`src/rtl/sha256_pkg.sv`:
```
// Package for the SHA-256 engine: round constants, initial hash values and round functions.
`timescale 1ns / 1ps

package sha256_pkg;

   localparam int unsigned WordWidth = 32;
   localparam int unsigned NumRounds = 64;
   localparam int unsigned NumChain  = 8;
   localparam int unsigned BlockBits = 512;
   localparam int unsigned LenPos    = 56;

   localparam logic [7:0] PadByte  = 8'h80;
   localparam logic [7:0] ZeroByte = 8'h00;

   typedef logic [WordWidth-1:0] word_type;

   localparam word_type ROUND_K [NumRounds] = '{
      32'h428a2f98, 32'h71374491, 32'hb5c0fbcf, 32'he9b5dba5,
      32'h3956c25b, 32'h59f111f1, 32'h923f82a4, 32'hab1c5ed5,
      32'hd807aa98, 32'h12835b01, 32'h243185be, 32'h550c7dc3,
      32'h72be5d74, 32'h80deb1fe, 32'h9bdc06a7, 32'hc19bf174,
      32'he49b69c1, 32'hefbe4786, 32'h0fc19dc6, 32'h240ca1cc,
      32'h2de92c6f, 32'h4a7484aa, 32'h5cb0a9dc, 32'h76f988da,
      32'h983e5152, 32'ha831c66d, 32'hb00327c8, 32'hbf597fc7,
      32'hc6e00bf3, 32'hd5a79147, 32'h06ca6351, 32'h14292967,
      32'h27b70a85, 32'h2e1b2138, 32'h4d2c6dfc, 32'h53380d13,
      32'h650a7354, 32'h766a0abb, 32'h81c2c92e, 32'h92722c85,
      32'ha2bfe8a1, 32'ha81a664b, 32'hc24b8b70, 32'hc76c51a3,
      32'hd192e819, 32'hd6990624, 32'hf40e3585, 32'h106aa070,
      32'h19a4c116, 32'h1e376c08, 32'h2748774c, 32'h34b0bcb5,
      32'h391c0cb3, 32'h4ed8aa4a, 32'h5b9cca4f, 32'h682e6ff3,
      32'h748f82ee, 32'h78a5636f, 32'h84c87814, 32'h8cc70208,
      32'h90befffa, 32'ha4506ceb, 32'hbef9a3f7, 32'hc67178f2
   };

   localparam word_type INIT_H [NumChain] = '{
      32'h6a09e667, 32'hbb67ae85, 32'h3c6ef372, 32'ha54ff53a,
      32'h510e527f, 32'h9b05688c, 32'h1f83d9ab, 32'h5be0cd19
   };

   function automatic word_type rotr(input word_type x, input int unsigned n);
      rotr = (x >> n) | (x << (WordWidth - n));
   endfunction

   function automatic word_type big_s0(input word_type x);
      big_s0 = rotr(x, 2) ^ rotr(x, 13) ^ rotr(x, 22);
   endfunction

   function automatic word_type big_s1(input word_type x);
      big_s1 = rotr(x, 6) ^ rotr(x, 11) ^ rotr(x, 25);
   endfunction

   function automatic word_type lil_s0(input word_type x);
      lil_s0 = rotr(x, 7) ^ rotr(x, 18) ^ (x >> 3);
   endfunction

   function automatic word_type lil_s1(input word_type x);
      lil_s1 = rotr(x, 17) ^ rotr(x, 19) ^ (x >> 10);
   endfunction

endpackage

```
`src/rtl/sha256_hash_engine_top.sv`:
```
// SHA-256 engine: byte gather, padding sequencer, shared round unit and digest output.
// A byte that does not fill a block is taken in idle; a byte that fills a block starts
// the 64 rounds in the one round unit, then the feed-forward step, before input resumes.
// Finish: padding bytes go in one per cycle up to the block end; each padded block (one or two)
// then takes the rounds and feed-forward, then 8 digest transfers at one per cycle when rsp_tready is high.
// The single round unit runs 64 rounds per 64-byte block; no byte is taken while it works.
// Reset (synchronous, active high) loads the initial hash values and clears count and fill.
`timescale 1ns / 1ps

module sha256_hash_engine_top (
   input  logic        clock,
   input  logic        reset,
   input  logic        req_tvalid,
   output logic        req_tready,
   input  logic [7:0]  req_tdata,   // [7:0] data_byte
   input  logic        req_tuser,   // [0] kind (0 byte, 1 finish)
   output logic        rsp_tvalid,
   input  logic        rsp_tready,
   output logic [39:0] rsp_tdata,   // [31:0] digest_word, [34:32] word_index, [39:35] zero
   output logic        rsp_tlast
);

   import sha256_pkg::*;

   typedef enum logic [2:0] {
      ST_IDLE,
      ST_FEED,
      ST_ROUND,
      ST_FFWD,
      ST_OUT
   } state_type;

   state_type      state_ff, state_in;
   word_type       chain_ff [NumChain];
   word_type       chain_in [NumChain];
   word_type       var_ff   [NumChain];
   word_type       var_in   [NumChain];
   logic [BlockBits-1:0] blk_ff, blk_in;
   logic [5:0]     fill_ff, fill_in;
   logic [5:0]     rnd_ff, rnd_in;
   logic [63:0]    len_ff, len_in;
   logic           first_ff, first_in;   // next pad byte is the 0x80 marker
   logic           tail_ok_ff, tail_ok_in;  // length fits in the current block
   logic           pad_ff, pad_in;       // finishing a message
   logic [2:0]     idx_ff, idx_in;

   logic           req_xfer, rsp_xfer;
   logic [63:0]    len_bits;
   logic [2:0]     len_sel;
   logic [7:0]     len_byte, pad_byte;
   word_type       w_cur, w_new, t1, t2, ch, maj;
   word_type       a, b, c, d, e, f, g, h;

   assign req_xfer = req_tvalid && req_tready;
   assign rsp_xfer = rsp_tvalid && rsp_tready;

   // Outputs
   assign req_tready = (state_ff == ST_IDLE);
   assign rsp_tvalid = (state_ff == ST_OUT);
   assign rsp_tdata  = {5'b00000, idx_ff, chain_ff[idx_ff]};
   assign rsp_tlast  = (idx_ff == 3'(NumChain - 1));

   // Length field bytes, most significant first
   assign len_bits = {len_ff[60:0], 3'b000};
   assign len_sel  = ~fill_ff[2:0];
   assign len_byte = len_bits[{len_sel, 3'b000} +: 8];

   always_comb begin
      if (first_ff) begin
         pad_byte = PadByte;
      end else if (tail_ok_ff && (fill_ff >= 6'(LenPos))) begin
         pad_byte = len_byte;
      end else begin
         pad_byte = ZeroByte;
      end
   end

   // Round unit; the block register doubles as the 16-word schedule window
   assign a = var_ff[0];
   assign b = var_ff[1];
   assign c = var_ff[2];
   assign d = var_ff[3];
   assign e = var_ff[4];
   assign f = var_ff[5];
   assign g = var_ff[6];
   assign h = var_ff[7];

   assign w_cur = blk_ff[511:480];
   assign w_new = lil_s1(blk_ff[63:32]) + blk_ff[223:192] + lil_s0(blk_ff[479:448]) + w_cur;
   assign ch    = (e & f) ^ (~e & g);
   assign maj   = (a & b) ^ (a & c) ^ (b & c);
   assign t1    = h + big_s1(e) + ch + ROUND_K[rnd_ff] + w_cur;
   assign t2    = big_s0(a) + maj;

   // Sequencer
   always_comb begin
      state_in   = state_ff;
      chain_in   = chain_ff;
      var_in     = var_ff;
      blk_in     = blk_ff;
      fill_in    = fill_ff;
      rnd_in     = rnd_ff;
      len_in     = len_ff;
      first_in   = first_ff;
      tail_ok_in = tail_ok_ff;
      pad_in     = pad_ff;
      idx_in     = idx_ff;

      case (state_ff)
         ST_IDLE: begin
            if (req_xfer) begin
               if (req_tuser) begin
                  state_in = ST_FEED;
                  first_in = 1'b1;
                  pad_in   = 1'b1;
               end else begin
                  blk_in  = {blk_ff[BlockBits-9:0], req_tdata};
                  fill_in = fill_ff + 6'd1;
                  len_in  = len_ff + 64'd1;
                  if (fill_ff == 6'd63) begin
                     var_in   = chain_ff;
                     rnd_in   = '0;
                     state_in = ST_ROUND;
                  end
               end
            end
         end

         ST_FEED: begin
            blk_in   = {blk_ff[BlockBits-9:0], pad_byte};
            fill_in  = fill_ff + 6'd1;
            first_in = 1'b0;
            if (first_ff) begin
               tail_ok_in = (fill_ff < 6'(LenPos));
            end
            if (fill_ff == 6'd63) begin
               var_in   = chain_ff;
               rnd_in   = '0;
               state_in = ST_ROUND;
            end
         end

         ST_ROUND: begin
            var_in[7] = g;
            var_in[6] = f;
            var_in[5] = e;
            var_in[4] = d + t1;
            var_in[3] = c;
            var_in[2] = b;
            var_in[1] = a;
            var_in[0] = t1 + t2;
            blk_in    = {blk_ff[BlockBits-33:0], w_new};
            rnd_in    = rnd_ff + 6'd1;
            if (rnd_ff == 6'(NumRounds - 1)) begin
               state_in = ST_FFWD;
            end
         end

         ST_FFWD: begin
            for (int i = 0; i < NumChain; i++) begin
               chain_in[i] = chain_ff[i] + var_ff[i];
            end
            if (!pad_ff) begin
               state_in = ST_IDLE;
            end else if (tail_ok_ff) begin
               idx_in   = '0;
               state_in = ST_OUT;
            end else begin
               tail_ok_in = 1'b1;
               state_in   = ST_FEED;
            end
         end

         ST_OUT: begin
            if (rsp_xfer) begin
               idx_in = idx_ff + 3'd1;
               if (idx_ff == 3'(NumChain - 1)) begin
                  chain_in   = INIT_H;
                  len_in     = '0;
                  fill_in    = '0;
                  pad_in     = 1'b0;
                  tail_ok_in = 1'b0;
                  first_in   = 1'b0;
                  state_in   = ST_IDLE;
               end
            end
         end

         default: begin
            state_in = ST_IDLE;
         end
      endcase
   end

   // State and registered values
   always_ff @(posedge clock) begin
      if (reset) begin
         state_ff   <= ST_IDLE;
         chain_ff   <= INIT_H;
         fill_ff    <= '0;
         len_ff     <= '0;
         first_ff   <= 1'b0;
         tail_ok_ff <= 1'b0;
         pad_ff     <= 1'b0;
         idx_ff     <= '0;
         rnd_ff     <= '0;
      end else begin
         state_ff   <= state_in;
         chain_ff   <= chain_in;
         fill_ff    <= fill_in;
         len_ff     <= len_in;
         first_ff   <= first_in;
         tail_ok_ff <= tail_ok_in;
         pad_ff     <= pad_in;
         idx_ff     <= idx_in;
         rnd_ff     <= rnd_in;
      end
      var_ff <= var_in;
      blk_ff <= blk_in;
   end

endmodule

```
`config.mk`:
```
export PLATFORM = sky130hd
export DESIGN_NAME = sha256_hash_engine_top
export DESIGN_NICKNAME = d
export VERILOG_FILES = /design/src/rtl/sha256_pkg.sv /design/src/rtl/sha256_hash_engine_top.sv
export SDC_FILE = /design/constraint.sdc
export NUM_CORES = 2
export LEC_CHECK = 0
export BUFFER_PORTS_ARGS = -buffer_cell sky130_fd_sc_hd__buf_2
export CAP_MARGIN = 20
export CORE_MARGIN = 2
export CORE_UTILIZATION = 35
export CTS_CLUSTER_DIAMETER = 40
export CTS_CLUSTER_SIZE = 12
export DETAILED_ROUTE_END_ITERATION = 10
export HOLD_SLACK_MARGIN = 0.06
export SETUP_SLACK_MARGIN = 0.2
export SLEW_MARGIN = 20
export SYNTH_ARGS = -nofsm -noshare
export SYNTH_HDL_FRONTEND = slang
export SYNTH_SLANG_ARGS = --single-unit
export TNS_END_PERCENT = 100
```
`constraint.sdc`:
```
create_clock -name clock -period 50.4 [get_ports clock]
set_input_delay 2.52 -clock clock [delete_from_list [all_inputs] [get_ports clock]]
set_output_delay 2.52 -clock clock [all_outputs]
set_load 0.01 [all_outputs]
```
# Word level (Yosys, flattened, before mapping)
# Memory sizes are Yosys's and may differ from the RTL's.
# Index checks and enable logic that the tools add are counted.
[word_totals]
ff_bits = 1109
romBits = 2048
in_bits = 13
output_inout_bits = 43
elab_cells = 170
mem_count = 1
[memory_table]
columns = ["name", "depth", "word_bits", "read_ports", "rd_ports_with_merged_regs", "write_ports", "line", "text"]
rows = [
  ["(name not given)", 64, 32, 1, 0, 0, "sha256_hash_engine_top.sv:92", "assign t1 = h + big_s1(e) + ch + ROUND_K[rnd_ff] + w_cur;"],
]
[classes]
addsub = 22
magnitude_cmp = 4
eq_ne = 16
shift = 1
muxes = 53
n_bitwise = 30
reduce_logical = 18
[op_table]
columns = ["cell", "n"]
rows = [
  ["512-bit one-hot mux with 3 select lines", 1],
  ["256-bit 2-to-1 mux", 5],
  ["512-bit 2-to-1 mux", 2],
  ["256-bit one-hot mux with 3 select lines", 1],
  ["32-bit adder", 18],
  ["256-bit one-hot mux with 2 select lines", 1],
  ["32-bit bitwise XOR", 9],
  ["64-bit 2-to-1 mux", 4],
  ["32-bit AND", 5],
  ["32-bit 2-to-1 mux", 4],
  ["64-bit one-hot mux with 2 select lines", 1],
  ["32-bit binary-select mux with 3-bit select", 1],
  ["64-bit by 1-bit adder with 64-bit output, second input constant", 1],
  ["64-bit by 7-bit indexed part select with 8-bit output", 1],
  ["6-bit 2-to-1 mux", 7],
  ["6-bit one-hot mux with 3 select lines", 2],
  ["3-bit 2-to-1 mux", 11],
  ["32-bit NOT", 1],
  ["10-bit by 32-bit OR with 32-bit output", 1],
  ["13-bit by 32-bit OR with 32-bit output", 1],
  ["14-bit by 32-bit OR with 32-bit output", 1],
  ["15-bit by 32-bit OR with 32-bit output", 1],
  ["19-bit by 32-bit OR with 32-bit output", 1],
  ["21-bit by 32-bit OR with 32-bit output", 1],
  ["other kinds (34)", 63],
]

# Logic depth before layout (Yosys ltp)
[depth]
word_depth = 9
ltp_mapped = 40
depth_no_buf = 38

# Least setup slack after synthesis
# OpenSTA, ideal clock, no wires.
[synth_timing]
kind = "input -> register"
startpoint = "input port req_tuser"
endpoint = "register rnd_ff[4]"
setup_ps = 128
t_arrival_ps = 40021
t_required_ps = 50272
slack_ps = 10251
cell_stages = 7
path_buffers = 0
path_cell_list = "nand2b_1 -> a21oi_1 -> o21ai_0 -> inv_1 -> nand2_1 -> a21oi_1 -> nor2_1"
[synth_between]
elab_chain_cells = 2
[synth_lines]
columns = ["element", "line", "text"]
rows = [
  ["start: declaration", "sha256_hash_engine_top.sv:16", "input logic req_tuser,"],
  ["2-bit inequality test (no source line)", "n/a", ""],
  ["3-bit AND reduction (no source line)", "n/a", ""],
  ["end signal: assignment", "sha256_hash_engine_top.sv:216", "rnd_ff <= rnd_in;"],
  ["end: declaration", "sha256_hash_engine_top.sv:40", "logic [5:0] rnd_ff, rnd_in;"],
]
# No other way between the ends.
# A chain may end at the register's enable or synchronous reset.

==> out/qor.csv <==
stage,metric,value,unit
outcome,run_status,"finished, final reports clean",
detailed_routing,vias_per_cell,5.419,
global_route,initial_antenna_violation_count,12,
layout,share_of_post_route_cells_with_drive_strength_above_1,0.08000,
critical_path,worstSetupStartpointType,flip-flop,
critical_path,r2r_cells,33,
critical_path,crit_path_top_delay_cell,sky130_fd_sc_hd__o311ai_0,
power,power.ir.vdd_worst,0.03663,mV
floorplanning,die_width,465.7,um
detailed_routing,dr.pass1.iters,6,
critical_path,slowest_delay,0.92,ns
critical_path,path_common_cell,sky130_fd_sc_hd__inv_1,
sta,fin_ws,40.80,ns
detailed_routing,drt_drc_violations_left,0,
yosys,synth.distinct_cells,104,
job,drv_cap,0,
worst_hold_path,min_path_cells,2,
placement,placed_cells,10890,
sta,timing_worst_slew_pin_value,1.188,ns
yosys,synth_top_flop_cell,sky130_fd_sc_hd__edfxtp_1,
placement,port_buffers,50,
floorplanning,rows,169,
placement,place_congestion,0.9616,
clocking,holdBufCountCts,0,
sta,rsz0062_at_grt,no,
critical_path,critical_path_peak_fanout,33,
detailed_routing,wire_length_after_detailed_routing,258.3,mm
yosys,avgSynthCellArea,8.868,um^2
global_route,global_route.overflow_total,0,
yosys,synth-edff-count,768,
critical_path,type_of_the_setup_path_with_the_least_slack,reg -> reg,
critical_path,worst_path_dominant_cell_family,compound AO/OA/AOI/OAI gates,
detailed_routing,drt-initial-drc-count,6444,
sta,timing.setup.tns,0,ns
placement,hpwlAfterDp,188.5,mm
detailed_routing,vias,61110,
clocking,sinks_on_the_clock_net,1106,
layout,fin_cells,11280,
layout,syn_to_final_growth,13.01,%
sta,min_period_over_period,0.1906,
global_route,maximum_number_of_pins_on_one_net_before_global_route_repair,237,
global_route,grt_util_all_layers,0.2334,
layout,num-nets-final,8885,
sta,timing_hold_violations_final,0,
sta,fmax,104.1,MHz
global_route,grt_pass1_wl,384.5,mm
floorplanning,dieHeight,465.7,um
floorplanning,initial_utilization,0.3521,
critical_path,timing.critical_path.required,50.90,ns
yosys,yosysWarnings,0,
floorplanning,core_region_area,211900,um^2
power,report.power.total,3.024,mW
sta,slew_headroom,0.1873,
clocking,cts_resized,0,
yosys,syn-instance-count,8412,
clocking,clk_pin_slew_worst_paths,0.05,ns
global_route,grt_pass1_vias,58920,
sta,hold_slack,0.4946,ns
detailed_routing,avgRoutedWirePerCell,22.90,um
critical_path,critical_path_arrival,10.10,ns
clocking,clock_path_buffers,3,
sta,finalCriticalPeriod,9.604,ns
critical_path,bufs_and_invs_on_worst_path,6,
clocking,cts.repair_timing.setup_buffer_count,0,
detailed_routing,ant_nets,0,
power,power_density,35.87,nW/um^2
clocking,cts_root_buffer,sky130_fd_sc_hd__clkbuf_16,
clocking,htree_levels,4,
clocking,cts_tree,done,
floorplanning,fp.dieArea,216800,um^2
critical_path,timing.critical_path.to_type,flip-flop,
yosys,synth_area,74600,um^2
placement,setup_slack_placement,41.05,ns
power,leakagePower,35.54,nW
floorplanning,ios,56,
sta,setup_violations,0,
yosys,ys_async_sr_fraction,0,
clocking,worst_skew_pair.late_latency,0.86,ns
yosys,yosysSeqAreaShare,0.3999,
sta,maxSlewViolCount,0,
worst_hold_path,holdCritPathClass,reg -> reg,
clocking,numCtsBuffers,202,
critical_path,worstSetupPathDepth,33,
yosys,synth_seq_cells,1106,
sta,fin_worst_skew,0.06611,ns
-- cell type report --
cell class / instances / area [um^2]
multi-input cells: 6342 / 41210
clock buffers: 230 / 5311
well taps: 2821 / 3530
flip-flops and latches: 1106 / 29850
repair buffers: 128 / 888.4
clock inverters: 149 / 1638
fillers: 21060 / 127600
inverters: 495 / 1868
diodes: 5 / 12.51
-- stage by stage --
step / util / instance area (um^2)
2_1_floorplan: - / 74610
3_3_place_gp: 0.3650 / 77340
3_5_place_dp: 0.3650 / 77340
4_1_cts: 0.3978 / 84290
5_1_grt: 0.3979 / 84300
6_report: 0.3979 / 84310
-- path summary, 6_finish.rpt --
kind             endpoint  slack (ns)         start
min reg2reg  chain_ff[94]        0.49  chain_ff[94]
max                 a[31]       40.80     rnd_ff[0]
max reg2reg         a[31]       40.80     rnd_ff[0]
min          chain_ff[94]        0.49  chain_ff[94]
-- worst min-delay path, cell delays in order, from the launching register on --
cell	delay, ns
sky130_fd_sc_hd__dfxtp_1	0.33
sky130_fd_sc_hd__nand2_1	0.06
sky130_fd_sc_hd__o21ai_0	0.06
-- cell families (layout without fill, tap and decap cells) --
kind of cell    count (synthesis)  after routing  synth area share
mux                           167            167           0.03680
xor+xnor                      609            609           0.07179
simple gates                 3279           3279            0.1801
other cells                     1             10        0.00005027
flops                        1106           1106            0.3999
fa+ha+maj                     600            600            0.1204
compound gates               1682           1682            0.1421
buf+inv                       968           1002           0.04901
-- power by group --
part | switching (mW) | total, mW | internal (mW)
clock network | 0.528 | 1.38 | 0.853
registers | 0.0281 | 1.04 | 1.01
logic | 0.373 | 0.603 | 0.230
-- placed cells by master (no fill, tap or decap), drive strengths merged, types with 19 or more instances in the layout --
| master | netlist | routed |
|---|---|---|
| edfxtp | 768 | 768 |
| o211ai | 33 | 33 |
| clkinv | 2 | 65 |
| a21o | 203 | 203 |
| nor3 | 91 | 91 |
| nor2 | 445 | 445 |
| a31oi | 44 | 44 |
| xnor2 | 350 | 350 |
| clkinvlp | 0 | 34 |
| and2 | 19 | 19 |
| o22ai | 91 | 91 |
| xor2 | 258 | 258 |
| o21bai | 49 | 49 |
| o21a | 58 | 58 |
| o21ai | 486 | 486 |
| nand2b | 64 | 64 |
| nand2 | 2342 | 2342 |
| a211oi | 42 | 42 |
| inv | 493 | 529 |
| nand4 | 28 | 28 |
| dfxtp | 338 | 338 |
| nand3 | 96 | 96 |
| mux2 | 48 | 48 |
| nor2b | 61 | 61 |
| o31ai | 33 | 33 |
| and3 | 44 | 44 |
| buf | 58 | 128 |
| or3 | 34 | 34 |
| mux4 | 81 | 81 |
| fa | 197 | 197 |
| a22oi | 59 | 59 |
| mux2i | 38 | 38 |
| a21oi | 408 | 408 |
| ha | 400 | 400 |
| clkbuf | 415 | 230 |
-- cell usage after synthesis (89+ instances only) --
| master | number | share of area |
|---|---|---|
| sky130_fd_sc_hd__clkbuf_1 | 415 | 0.021 |
| sky130_fd_sc_hd__nand3_1 | 96 | 0.0064 |
| sky130_fd_sc_hd__xnor2_1 | 349 | 0.041 |
| sky130_fd_sc_hd__nor2_1 | 444 | 0.022 |
| sky130_fd_sc_hd__a21oi_1 | 406 | 0.027 |
| sky130_fd_sc_hd__o21ai_0 | 471 | 0.032 |
| sky130_fd_sc_hd__fa_1 | 197 | 0.053 |
| sky130_fd_sc_hd__ha_1 | 400 | 0.067 |
| sky130_fd_sc_hd__edfxtp_1 | 768 | 0.31 |
| sky130_fd_sc_hd__inv_1 | 492 | 0.025 |
| sky130_fd_sc_hd__nand2_1 | 2341 | 0.12 |
| sky130_fd_sc_hd__nor3_1 | 89 | 0.0060 |
| sky130_fd_sc_hd__xor2_1 | 258 | 0.030 |
| sky130_fd_sc_hd__a21o_1 | 203 | 0.020 |
| sky130_fd_sc_hd__dfxtp_1 | 338 | 0.091 |
| sky130_fd_sc_hd__o22ai_1 | 90 | 0.0075 |
-- flip-flops by register name (all words and copies together) (netlist names) --
signal and cells:
len_ff 61, fill_ff 6, idx_ff 3, h 32
c 32, tail_ok_ff 1, g 32, state_ff 3
b 32, d 32, blk_ff 512, chain_ff 256
a 32, e 32, first_ff 1, rnd_ff 6
pad_ff 1, f 32
-- routing by layer --
| layer | track usage | part of all wire |
|---|---|---|
| met5 | 0 | 0.00022 |
| met4 | 0.09657 | 0.043 |
| met3 | 0.03519 | 0.066 |
| met2 | 0.3583 | 0.44 |
| met1 | 0.3278 | 0.45 |
Power figures use the tool's default switching activity.
